**config.mk**
```make
export PLATFORM = sky130hd
export DESIGN_NAME = oets_cell
export DESIGN_NICKNAME = d
export VERILOG_FILES = /design/src/hdl/oets_pkg.sv /design/src/hdl/oets_cell.sv
export SDC_FILE = /design/constraint.sdc
export NUM_CORES = 1
export LEC_CHECK = 0
export ABC_AREA = 1
export BUFFER_PORTS_ARGS = -buffer_cell sky130_fd_sc_hd__buf_2
export CORE_MARGIN = 10
export CORE_UTILIZATION = 39
export DETAILED_ROUTE_END_ITERATION = 12
export HOLD_SLACK_MARGIN = 0.06
export MAX_ROUTING_LAYER = met4
export PLACE_DENSITY = 0.71
export RECOVER_POWER = 25
export SLEW_MARGIN = 20
export SYNTH_ARGS = -nofsm -noshare
export SYNTH_HDL_FRONTEND = slang
export SYNTH_SLANG_ARGS = --single-unit
```
**constraint.sdc**
```tcl
create_clock -name clk -period 3.6 [get_ports clk]
set_clock_uncertainty 0.15 [all_clocks]
set_input_delay 0.36 -clock clk [delete_from_list [all_inputs] [get_ports clk]]
set_output_delay 0.36 -clock clk [all_outputs]
set_load 0.02 [all_outputs]
```
**src/hdl/oets_pkg.sv**
```systemverilog
// Shared constants and types for the odd-even transposition sorter.
package oets_pkg;

	localparam int DEPTH  = 64;
	localparam int WORD_W = 32;
	localparam int CNT_W  = $clog2(DEPTH + 1);

	typedef logic signed [WORD_W-1:0] word_t;
	typedef logic [CNT_W-1:0]         count_t;

	typedef enum logic [1:0] {
		ST_LOAD,
		ST_SORT,
		ST_EMIT
	} state_t;

	typedef enum logic [1:0] {
		CELL_HOLD,
		CELL_LOAD,
		CELL_UNLOAD,
		CELL_EXCH
	} cell_op_t;

	typedef enum logic [1:0] {
		ROLE_NONE,
		ROLE_LO,
		ROLE_HI
	} cell_role_t;

	typedef struct packed {
		cell_op_t   op;
		cell_role_t role;
	} cell_ctrl_t;

endpackage

```
**src/hdl/oets_cell.sv**
```systemverilog
// One storage cell of the sorting chain with its compare-exchange logic.
module oets_cell (
	input  logic                clk,
	input  oets_pkg::cell_ctrl_t ctrl,
	input  oets_pkg::word_t     left_val,
	input  oets_pkg::word_t     right_val,
	input  logic                left_gt,
	output logic                gt_right,
	output oets_pkg::word_t     val
);

	oets_pkg::word_t val_q;
	oets_pkg::word_t val_d;

	assign gt_right = val_q > right_val;
	assign val      = val_q;

	always_comb begin
		val_d = val_q;
		case (ctrl.op)
			oets_pkg::CELL_LOAD: begin
				val_d = left_val;
			end
			oets_pkg::CELL_UNLOAD: begin
				val_d = right_val;
			end
			oets_pkg::CELL_EXCH: begin
				// Lower member keeps the minimum, upper member the maximum.
				if (ctrl.role == oets_pkg::ROLE_LO && gt_right) begin
					val_d = right_val;
				end else if (ctrl.role == oets_pkg::ROLE_HI && left_gt) begin
					val_d = left_val;
				end
			end
			default: begin
				val_d = val_q;
			end
		endcase
	end

	always_ff @(posedge clk) begin
		val_q <= val_d;
	end

endmodule

```
Yosys cells after proc, flatten, opt, wreduce, memory -nomap -nowiden
Index checks and enable logic that the tools add are counted.
W data, S select, Z words.
{ "op_classes": {"addsub": 0, "n_mul": 0, "n_div": 0, "n_lt_le_gt_ge": 1, "n_eq_ne": 6, "n_shift": 0, "mux": 3, "n_bitwise": 0, "n_reduce_logical": 4} }
{ "op_table": {"columns": ["operator", "n"], "rows": [
  ["$pmux W32 S3", 1],
  ["$mux W32", 2],
  ["$gt A32 B32 Y1", 1],
  ["$eq A2 B2 Y1 const B", 3],
  ["$eq A2 B1 Y1 const B", 2],
  ["$ne A3 B3 Y1 const B", 1],
  ["$reduce_bool A3 Y1", 1],
  ["$logic_and A1 B1 Y1", 2],
  ["$reduce_and A2 Y1", 1]
]} }
{ "word_totals": {"reg_bits": 32, "latch_bits": 0, "ram_bits": 0, "mem_bits_ro": 0, "inputBits": 70, "output_inout_bits": 33, "word_cells": 15, "mem_count": 0} }

Depth between registers and ports, before layout
Gate-level depths: netlist of the first run.
{ "depth": {"ltp_word": 5, "mapped_depth": 20, "depth_no_buf": 19} }

Worst setup path before layout of the first run
No wires, ideal clock.
{ "synth_path": {"path_type": "in2reg", "from": "in ctrl[2] (netlist bit)", "to": "reg val_q[0] (netlist: val[0]), enable pin", "setup_time_ps": 466, "arrival_ps": 3005, "required_time_ps": 2984, "path_slack_ps": -21, "path_stages": 3, "n_path_buf": 1, "path_cell_list": "ha_1 clkbuf_1 o21ai_0"} }
{ "synth_between": {"elab_chain_len": 3, "elab_cells_between_ends": 6, "cone_classes": "eq/ne: 4; reduce/logical: 2"} }
{ "synth_rtl": {"columns": ["item", "line", "source"], "rows": [
  ["start, declared", "oets_cell.sv:4", "input oets_pkg::cell_ctrl_t ctrl,"],
  ["$eq A2 B2 Y1 / $eq A2 B1 Y1 (equally long branches)", "oets_cell.sv:20", "case (ctrl.op)"],
  ["$ne A3 B3 Y1 (no line) / $reduce_bool A3 Y1 (equally long branches)", null, null],
  ["$reduce_and A2 Y1 (no line) (*)", null, null],
  ["end signal, assigned", "oets_cell.sv:42", "val_q <= val_d;"],
  ["end, declared", "oets_cell.sv:12", "oets_pkg::word_t val_q;"]
]} }
Mark *: on every way between the ends. The rest lies on a longest branch, timed or not.
A chain may end at the register's enable or synchronous reset.

Worst setup path after layout of the first run
{ "layout_path": {"from": "reg val_q[31] (netlist: val[31])", "to": "out gt_right"} }
{ "layout_between": {"elab_chain_len": 1} }
{ "layout_rtl": {"columns": ["item", "line", "source"], "rows": [
  ["$gt A32 B32 Y1", "oets_cell.sv:15", "assign gt_right = val_q > right_val;"],
  ["end, declared", "oets_cell.sv:8", "output logic gt_right,"]
]} }
Every way passes these cells.

==> impl_metrics.csv, run 1 <==
group,metric,value,unit
timing,min_period,3.03,ns
cts,post_cts_buffers,0,
worst_hold_path,hold_depth,3,
yosys,avgSynthCellArea,7.34,µm²
global_routing,grt_usage,0.159,
cells_and_area,antenna_cells,0,
global_routing,grt_pass1_wl,14800,µm
floorplan,fp.dieW,107,µm
power_and_ir_drop,p_total,1.26,mW
timing,clock.fmax,330,MHz
detailed_routing,wl,8890,µm
critical_path,cpMaxStageDelayCell,"nor2_4",
yosys,syn-num-nets,508,
global_routing,antenna_found_initial,0,
critical_path,critical-path-max-stage-delay,0.45,ns
power_and_ir_drop,irDropWorstVdd,128,µV
cells_and_area,synthToLayoutAreaGrowth,22.4,%
detailed_routing,ant_nets,0,
cts,cts-hold-fix-buffers,0,
critical_path,cp_max_fo,22,
timing,setup_viol,0,
yosys,ys.warnings.count,0,
detailed_routing,wl_per_cell,14.8,µm
critical_path,r2r-end,"val[21]$_DFFE_PP_",
timing,hold_violations,0,
cts,numCtsBuffers,5,
cts,cts.path.max_buffers,2,
cells_and_area,ff_latch_area,961,µm²
yosys,ys_seq_area_frac,0.324,
yosys,yosysUniqueCellTypes,23,
critical_path,reg2reg_slack,0.71,ns
timing,whs,0.227,ns
worst_hold_path,hold_end,"val[19]$_DFFE_PP_",
critical_path,rr_startpoint,"val[31]$_DFFE_PP_",
floorplan,io_pins,103,
cells_and_area,nets,604,
floorplan,die-area,0.0115,mm²
timing,rsz0062_at_grt,"no",
placed_design,placed_cells,591,
global_routing,grt_max_degree,34,
cells_and_area,final_area,0.00363,mm²
global_routing,overflow,0,
cts,clock_latency,0.28,ns
timing,fin_crit_sh,0.842,
yosys,synthesis.area,0.00297,mm²
critical_path,path_class,"reg2out",
cts,post_cts_resized,0,
critical_path,reg2reg_depth,13,
critical_path,crit_arrival,2.52,ns
critical_path,endpoint_kind,"output port",
detailed_routing,drt_iter0_drc,136,
placed_design,dpl_worst_slack,0.645,ns
power_and_ir_drop,p_per_area,347,mW/mm²
cts,cts_root_buf,"clkbuf_8",
placed_design,place_hpwl,6670,µm
placed_design,place_congestion,0.786,
critical_path,worst_path_dominant_cell_family,"simple AND/OR/NAND/NOR gates",
cells_and_area,largest_reg_flops,32,
detailed_routing,vias,3025,
worst_hold_path,min-delay-start,"left_val[19]",
cells_and_area,final_common_cell,"nand2_1",
cells_and_area,drive_gt1_frac,0.204,
critical_path,start_kind,"register",
cts,cts_tree,"done",
critical_path,crit_chain,"ha_1, a21oi_1, o21a_1, nand2_1, a21oi_2, nand2_1, nand2_2, inv_2, nor2_4, buf_2",
timing,fin_ws,0.570,ns
job,cap_violations,0,
cts,cts_num_sinks,32,
yosys,synth-seq-cells,32,
floorplan,start_util,0.405,
floorplan,num_rows,31,
timing,finalSetupTns,0,ns
cells_and_area,multi_input_area,0.00162,mm²
cts,clk_pin_slew,0.07,ns
worst_hold_path,hold_path_class,"in2reg",
timing,tightest_slew,0.728,ns
floorplan,fp.coreArea,0.00733,mm²
detailed_routing,via_per_inst,5.04,
timing,maxSlewViolCount,0,
detailed_routing,drc_errors,0,
cells_and_area,final_cell_mix,"nand2_1 (104), buf_2 (78), inv_1 (76), nand3_1 (66), ha_1 (34)",
detailed_routing,firstDrtPassIters,5,
placed_design,io_buffer_count,102,
yosys,syn_inst,404,
placed_design,place_area,0.00355,mm²
power_and_ir_drop,power.leakage,1.98,nW
floorplan,fp.dieH,107,µm
timing,relSlewSlack,0.515,
cells_and_area,instances_no_fill,600,
global_routing,grt_pass1_vias,3224,
cells_and_area,fillers,725,
cts,htreeDepth,2,
cells_and_area,fin_util,0.495,
critical_path,required,3.09,ns
critical_path,crit_top_cell,"nand2_1",
critical_path,crit_buf_inv,2,
status,status,"completed",
## kinds of logic (layout without fill, tap and decap cells)
family	Yosys count	count (layout)	share of synthesized area
flops	32	32	0.324
compound gates	52	52	0.119
fa+ha+maj	34	34	0.143
buf+inv	97	194	0.134
simple gates	189	189	0.280
## worst min-delay path, cell delays in order
cell and delay, ns:
buf_2 0.08, a22oi_1 0.06, nand2_1 0.06
## layout make-up
class | instances | share of cell area
repair buffers | 109 | 0.152
multi-input cells | 275 | 0.447
flip-flops and latches | 32 | 0.265
clock buffers | 7 | 0.0210
inverters | 77 | 0.0796
clock inverters | 1 | 0.00103
well taps | 99 | 0.0341
## cells in the mapped netlist
cell,number,area [µm²]
nand4_2,1,12.5
nand4_1,2,12.5
nand2_2,2,12.5
nand2_1,104,390
buf_2,6,30.0
clkbuf_1,10,37.5
nor2_2,2,12.5
a21oi_2,1,8.76
nand3_1,66,330
o21a_1,2,15.0
inv_2,1,3.75
nand3_2,1,10.0
buf_4,1,7.51
inv_1,76,285
a21o_1,1,7.51
nor2_1,10,37.5
o21ai_0,3,15.0
nor2_4,1,11.3
buf_6,3,33.8
edfxtp_1,32,961
a21oi_1,13,65.1
ha_1,34,425
a22oi_1,32,240
## per-layer routing
metal | track usage | wire, µm | vias to the layer above
met5 | - | 0 | -
met3 | 0.0317 | 564 | 11
met2 | 0.258 | 4190 | 108
met1 | 0.191 | 4010 | 1372
li1 | - | - | 1534
met4 | 0.0580 | 137 | 0
## worst max path at each step
stage	startpoint	end	cells past startpoint	slack (ns)
2_1_floorplan	val[31]$_DFFE_PP_	val[0]$_DFFE_PP_	11	0.34
3_3_place_gp	right_val[5]	val[25]$_DFFE_PP_	18	0.72
3_5_place_dp	right_val[27]	val[21]$_DFFE_PP_	16	0.65
4_1_cts	val[31]$_DFFE_PP_	gt_right	11	0.58
5_1_grt	val[5]$_DFFE_PP_	gt_right	13	0.44
6_report	val[31]$_DFFE_PP_	gt_right	10	0.57
## report_power, final
part           switching (mW)  total, mW  internal (mW)  leakage, nW
sequential             0.0266      0.497          0.471        0.311
clock                   0.141      0.275          0.135       0.0399
combinational           0.316      0.488          0.172         1.62
total                   0.483       1.26          0.778         1.98
(Power assumes the default switching activity.)
==> run 2, diff against run 1 <==
--- a/config.mk
+++ b/config.mk
@@ -5,14 +5,14 @@
 export SDC_FILE = /design/constraint.sdc
 export NUM_CORES = 1
 export LEC_CHECK = 0
-export ABC_AREA = 1
+export ABC_AREA = 0
 export BUFFER_PORTS_ARGS = -buffer_cell sky130_fd_sc_hd__buf_2
 export CORE_MARGIN = 10
 export CORE_UTILIZATION = 39
 export DETAILED_ROUTE_END_ITERATION = 12
 export HOLD_SLACK_MARGIN = 0.06
 export MAX_ROUTING_LAYER = met4
-export PLACE_DENSITY = 0.71
+export PLACE_DENSITY = 0.73
 export RECOVER_POWER = 25
 export SLEW_MARGIN = 20
 export SYNTH_ARGS = -nofsm -noshare
==> constraint.sdc (replaced) <==
create_clock -name clk -period 2.6 [get_ports clk]
set_clock_uncertainty 0.15 [all_clocks]
set_input_delay 0.26 -clock clk [delete_from_list [all_inputs] [get_ports clk]]
set_output_delay 0.26 -clock clk [all_outputs]
set_load 0.02 [all_outputs]
==> run 2 against run 1 <==
Critical endpoint is now val[22]$_DFFE_PP_. Largest cell class unchanged. Register-to-register slack got worse by 0.93 ns. First-iteration DRC count increased by 15%. Synthesized cell count decreased by 35%. The run now ends with setup timing left. Utilization increased by 12 points. Die area decreased by 12%. Critical path type is now reg2reg.
==> impl_metrics.csv, run 2 <==
group,metric,value,unit
placed_design,io_buffer_count,102,
cells_and_area,fillers,534,
status,violations,"setup timing",
critical_path,endpoint_kind,"register",
placed_design,place_congestion,0.833,
timing,fin_ws,-0.223,ns
detailed_routing,wl,8690,µm
floorplan,fp.dieH,101,µm
global_routing,grt_usage,0.159,
cts,cts_tree,"done",
critical_path,crit_arrival,2.73,ns
placed_design,place_hpwl,6470,µm
critical_path,setup.worst_path.start,"val[31]$_DFFE_PP_",
timing,rsz0062_at_grt,"yes",
cells_and_area,largest_reg_flops,32,
detailed_routing,firstDrtPassIters,4,
job,cap_violations,0,
cells_and_area,drive_gt1_frac,0.451,
timing,maxSlewViolCount,0,
yosys,synth_edf_count,32,
placed_design,placed_cells,474,
cts,cts-hold-fix-buffers,0,
cts,cts_num_sinks,32,
status,status,"complete, but fails checks",
power_and_ir_drop,power.leakage,1.82,nW
cells_and_area,nets,524,
yosys,ys_seq_area_frac,0.380,
floorplan,die-area,0.0101,mm²
yosys,syn-num-nets,367,
yosys,avgSynthCellArea,9.62,µm²
floorplan,start_util,0.401,
timing,setup_viol,65,
cells_and_area,synthToLayoutAreaGrowth,53.8,%
worst_hold_path,hold_path_class,"in2reg",
floorplan,fp.coreArea,0.00631,mm²
timing,hold_violations,0,
timing,clock.fmax,354,MHz
yosys,synth_compound_area_frac,0.224,
timing,relSlewSlack,0.486,
cells_and_area,antenna_cells,0,
global_routing,grt_pass1_vias,2759,
cts,numCtsBuffers,5,
power_and_ir_drop,p_per_area,515,mW/mm²
yosys,synth_top_family_by_area,"compound AO/OA/AOI/OAI gates",
yosys,synth_xor_area_frac,0,
detailed_routing,via_per_inst,5.44,
yosys,yosysUniqueCellTypes,38,
power_and_ir_drop,p_total,2.00,mW
cts,clock_latency,0.29,ns
detailed_routing,ant_nets,0,
detailed_routing,wl_per_cell,17.4,µm
critical_path,start_kind,"register",
yosys,synth-seq-cells,32,
critical_path,path_class,"reg2reg",
global_routing,grt_max_degree,36,
yosys,synthFlopType,"edfxtp_1",
cts,htreeDepth,2,
timing,tightest_slew,0.770,ns
yosys,ys.warnings.count,0,
critical_path,required,2.51,ns
floorplan,io_pins,103,
floorplan,num_rows,29,
cts,cts.path.max_buffers,2,
global_routing,antenna_found_initial,0,
floorplan,fp.dieW,101,µm
detailed_routing,drt_iter0_drc,157,
yosys,synthArstFlopShare,0,
cells_and_area,final_cell_mix,"buf_2 (94), buf_4 (53), inv_1 (35), edfxtp_1 (32), ha_1 (28)",
global_routing,grt_pass1_wl,12800,µm
yosys,synth.area.top_cells,"edfxtp_1 (38%), ha_1 (17%), nand4_1 (5.7%), o211ai_1 (5.3%), a22o_1 (5.2%)",
yosys,synth_top_cell_area_share,0.380,
yosys,synth_fa_ha_area_frac,0.168,
cts,clk_pin_slew,0.07,ns
cells_and_area,instances_no_fill,498,
power_and_ir_drop,irDropWorstVdd,312,µV
cts,cts_root_buf,"clkbuf_8",
yosys,syn_inst,263,
cells_and_area,final_area,0.00389,mm²
timing,fin_crit_sh,1.09,
timing,min_period,2.82,ns
detailed_routing,vias,2710,
yosys,synthMuxAreaShare,0.00396,
placed_design,place_area,0.00350,mm²
yosys,yosysMostFrequentCell,"inv_1",
yosys,synth_commonest_cells,"inv_1 (35), ha_1 (34), edfxtp_1 (32)",
cells_and_area,final_common_cell,"buf_2",
worst_hold_path,min-delay-start,"left_val[24]",
yosys,synth-simple-area-share,0.144,
critical_path,cp_max_fo,5,
yosys,synthesis.area,0.00253,mm²
critical_path,rr_startpoint,"val[31]$_DFFE_PP_",
detailed_routing,drc_errors,0,
global_routing,overflow,0,
yosys,yosys.area.top_type,"edfxtp_1",
cells_and_area,fin_util,0.616,
run 2: cell types whose count changed after synthesis, moves of 18 or more:
cell / change
inv_1: -41
o211ai_1: +18
nand4_1: +21
nand2_1: -79
nand3_1: -65
run 2: final timing paths:
path / to / slack (ns) / cells after the start
min reg2reg: val[31]$_DFFE_PP_ / 1.31 / 7
max: val[22]$_DFFE_PP_ / -0.22 / 9
min: val[24]$_DFFE_PP_ / 0.12 / 2
max reg2reg: val[22]$_DFFE_PP_ / -0.22 / 9
run 2: kinds of logic (layout without fill, tap and decap cells):
family	after synthesis	in the layout
muxes	1	1
DFF	32	32
and+or+nand+nor	69	69
buffers and inverters	49	207
AOI/OAI and AO/OA	78	78
adders and majority gates	34	34
run 2: power breakdown:
part / internal, mW / switching [mW] / total, mW
sequential: 0.655 / 0.0391 / 0.694
combinational: 0.401 / 0.435 / 0.836
clock: 0.284 / 0.190 / 0.474
total: 1.34 / 0.664 / 2.00
run 2: critical path, cell delays in order, from the launching register on:
cell and delay [ns]:
edfxtp_1 0.45, ha_4 0.31, and2b_1 0.13, o21ai_2 0.06, a2111o_1 0.29, o32a_1 0.35, or2_4 0.26, a32oi_2 0.22
mux2i_4 0.17, clkbuf_16 0.20
run 2: final cells by class:
class                   instances  area, µm²  share of cell area
repair buffers                164       1060               0.271
inverters                      35        131              0.0338
clock buffers                   6       72.6              0.0187
flip-flops and latches         32        961               0.247
clock inverters                 2       35.0             0.00901
well taps                      77       96.3              0.0248
multi-input cells             182       1540               0.395
run 2: what timing repair did:
action | in CTS | in global routing
setup endpoints to repair | 65 | 65
cloned | 1 | 2
resized for setup | 9 | 17
buffers inserted | 3 | 10
pin swaps | 3 | 14
run 2: through the flow:
stage / TNS (ns) / setup WS (ns) / hold slack, ns
floorplan: -19.81 / -0.423 / 0.312
CTS: -12.50 / -0.220 / 0.113
global placement: -7.14 / -0.150 / 0.406
global route: -18.30 / -0.326 / 0.109
detailed placement: -10.41 / -0.203 / 0.410
finish: -11.64 / -0.223 / 0.119
run 2: metal layers:
layer	wire (µm)	global-route usage
met1	3580	0.176
met5	0	-
met3	464	0.0329
met2	4540	0.281
met4	99	0.0478
==> run 3, diff against run 2 <==
--- a/config.mk
+++ b/config.mk
@@ -6,13 +6,13 @@
 export NUM_CORES = 1
 export LEC_CHECK = 0
 export ABC_AREA = 0
-export BUFFER_PORTS_ARGS = -buffer_cell sky130_fd_sc_hd__buf_2
+export BUFFER_PORTS_ARGS = -buffer_cell sky130_fd_sc_hd__buf_4
 export CORE_MARGIN = 10
 export CORE_UTILIZATION = 39
 export DETAILED_ROUTE_END_ITERATION = 12
 export HOLD_SLACK_MARGIN = 0.06
 export MAX_ROUTING_LAYER = met4
-export PLACE_DENSITY = 0.73
+export PLACE_DENSITY = 0.7
 export RECOVER_POWER = 25
 export SLEW_MARGIN = 20
 export SYNTH_ARGS = -nofsm -noshare
==> run 3 against run 2 <==
The flow still finishes with violations (setup timing). Utilization up 7.5 points. Sequential share of layout area down 2.7 points. Via count up 4.5%. Combinational power up 18%. Count of clock-buffer cells in the layout unchanged. Sequential cell count unchanged. Critical path depth up 4. Wire length up 13%. Power up 2.8%. Global-route usage up 1.9 points.
==> impl_metrics.csv, run 3 (synthesis gave the netlist of run 2 again) <==
group,metric,value,unit
status,status,"complete, but fails checks",
status,violations,"setup timing",
critical_path,crit_arrival,2.84,ns
critical_path,crit_chain,"ha_4, buf_6, nand4_1, buf_4, nor2_4, a21oi_4, a31oi_4, buf_6, nor3_4, a32oi_4, mux2i_4, buf_12, buf_8",
critical_path,cp_max_fo,6,
floorplan,fp.dieW,101,µm
cells_and_area,final_common_cell,"buf_4",
global_routing,grt_pass1_vias,2905,
cells_and_area,nets,548,
cells_and_area,largest_reg_flops,32,
timing,relSlewSlack,0.492,
cts,clk_pin_slew,0.07,ns
timing,fin_ws,-0.376,ns
cts,clock_latency,0.30,ns
critical_path,start_kind,"register",
global_routing,overflow,0,
global_routing,grt_max_degree,24,
cts,htreeDepth,2,
floorplan,io_pins,103,
detailed_routing,ant_nets,0,
critical_path,cpMaxStageDelayCell,"edfxtp_1",
critical_path,rr_startpoint,"val[31]$_DFFE_PP_",
cts,cts.path.max_buffers,2,
floorplan,fp.dieH,101,µm
placed_design,place_congestion,0.825,
placed_design,io_buffer_count,102,
critical_path,critical-path-max-stage-delay,0.45,ns
cts,cts_root_buf,"clkbuf_8",
critical_path,crit_buf_inv,5,
global_routing,grt_usage,0.178,
detailed_routing,drc_errors,0,
global_routing,antenna_found_initial,0,
global_routing,grt_pass1_wl,14200,µm
timing,hold_violations,0,
timing,rsz0062_at_grt,"yes",
timing,tightest_slew,0.761,ns
detailed_routing,wl,9820,µm
critical_path,worst_path_dominant_cell_family,"buffers and inverters",
detailed_routing,vias,2832,
cells_and_area,antenna_cells,0,
cells_and_area,fin_util,0.691,
floorplan,fp.coreArea,0.00631,mm²
critical_path,endpoint_kind,"register",
floorplan,die-area,0.0101,mm²
detailed_routing,firstDrtPassIters,4,
detailed_routing,wl_per_cell,18.8,µm
critical_path,path_class,"reg2reg",
placed_design,dpl_worst_slack,-0.432,ns
timing,maxSlewViolCount,0,
power_and_ir_drop,irDropWorstVdd,313,µV
job,cap_violations,0,
cts,cts_num_sinks,32,
critical_path,crit_top_cell,"buf_6",
critical_path,setup.worst_path.start,"val[31]$_DFFE_PP_",
power_and_ir_drop,p_per_area,472,mW/mm²
detailed_routing,via_per_inst,5.44,
timing,setup_viol,65,
power_and_ir_drop,power.leakage,2.02,nW
cts,numCtsBuffers,5,
cells_and_area,final_cell_mix,"buf_4 (161), inv_1 (35), edfxtp_1 (32), ha_1 (29), nand2_1 (24)",
timing,clock.fmax,336,MHz
cells_and_area,synthToLayoutAreaGrowth,72.6,%
detailed_routing,drt_iter0_drc,136,
worst_hold_path,hold_path_class,"in2reg",
cts,cts-hold-fix-buffers,0,
placed_design,place_hpwl,6700,µm
worst_hold_path,min-delay-start,"left_val[20]",
floorplan,num_rows,29,
timing,min_period,2.98,ns
cells_and_area,drive_gt1_frac,0.484,
critical_path,required,2.46,ns
floorplan,start_util,0.401,
timing,fin_crit_sh,1.14,
cts,cts_tree,"done",
[run 3: final timing paths]
kind	end	slack (ns)	depth (start not counted)
min reg2reg	val[20]$_DFFE_PP_	1.29	7
min	val[20]$_DFFE_PP_	0.11	2
max	val[4]$_DFFE_PP_	-0.38	13
max reg2reg	val[4]$_DFFE_PP_	-0.38	13
[run 3: area by class of cell]
| type | instances | area, µm² |
|---|---|---|
| Fill cell | 486 | 1950 |
| Clock buffer | 6 | 72.6 |
| Clock inverter | 1 | 5.00 |
| Timing Repair Buffer | 187 | 1510 |
| Sequential cell | 32 | 961 |
| Inverter | 35 | 131 |
| Tap cell | 77 | 96.3 |
| Multi-Input combinational cell | 183 | 1590 |
[run 3: worst reg2reg max path, delay by kind of cell, from the launching register on]
kind,cells,cell delay (ns)
adder cells (fa/ha/maj),1,0.28
AO/OA/AOI/OAI,3,0.43
buffers and inverters,5,0.72
AND/OR/NAND/NOR,3,0.46
multiplexers,1,0.20
flip-flops,1,0.45
[run 3: timing repair]
item	4_1_cts	5_1_grt
resized for setup	29	19
pin swaps	31	11
buffers inserted	14	9
setup endpoints to repair	65	65
endpoints found under the hold margin	0	0
cloned	3	1
[run 3: per-stage QoR]
| stage | power, mW | hold WS, ns | std cells | TNS (ns) | cell area, µm² |
|---|---|---|---|---|---|
| floorplan | 1.09 | 0.312 | 263 | -19.81 | 2580 |
| global placement | 1.47 | 0.403 | 490 | -11.01 | 3820 |
| detailed placement | 1.49 | 0.408 | 490 | -17.30 | 3820 |
| CTS | 1.99 | 0.111 | 513 | -9.84 | 4220 |
| global route | 2.17 | 0.108 | 521 | -26.38 | 4370 |
| finish | 2.06 | 0.105 | 521 | -20.70 | 4370 |
[run 3: per-layer routing]
metal | vias up | global-route usage | routed length (µm)
li1 | 1371 | - | -
met1 | 1332 | 0.201 | 3910
met2 | 108 | 0.307 | 5020
met3 | 21 | 0.0377 | 650
met4 | 0 | 0.0565 | 240
met5 | - | - | 0
[run 3: power breakdown]
group / total (mW) / leakage, nW / switching [mW] / internal (mW)
logic: 0.987 / 1.67 / 0.475 / 0.512
registers: 0.695 / 0.312 / 0.0402 / 0.655
clock network: 0.378 / 0.0410 / 0.196 / 0.182
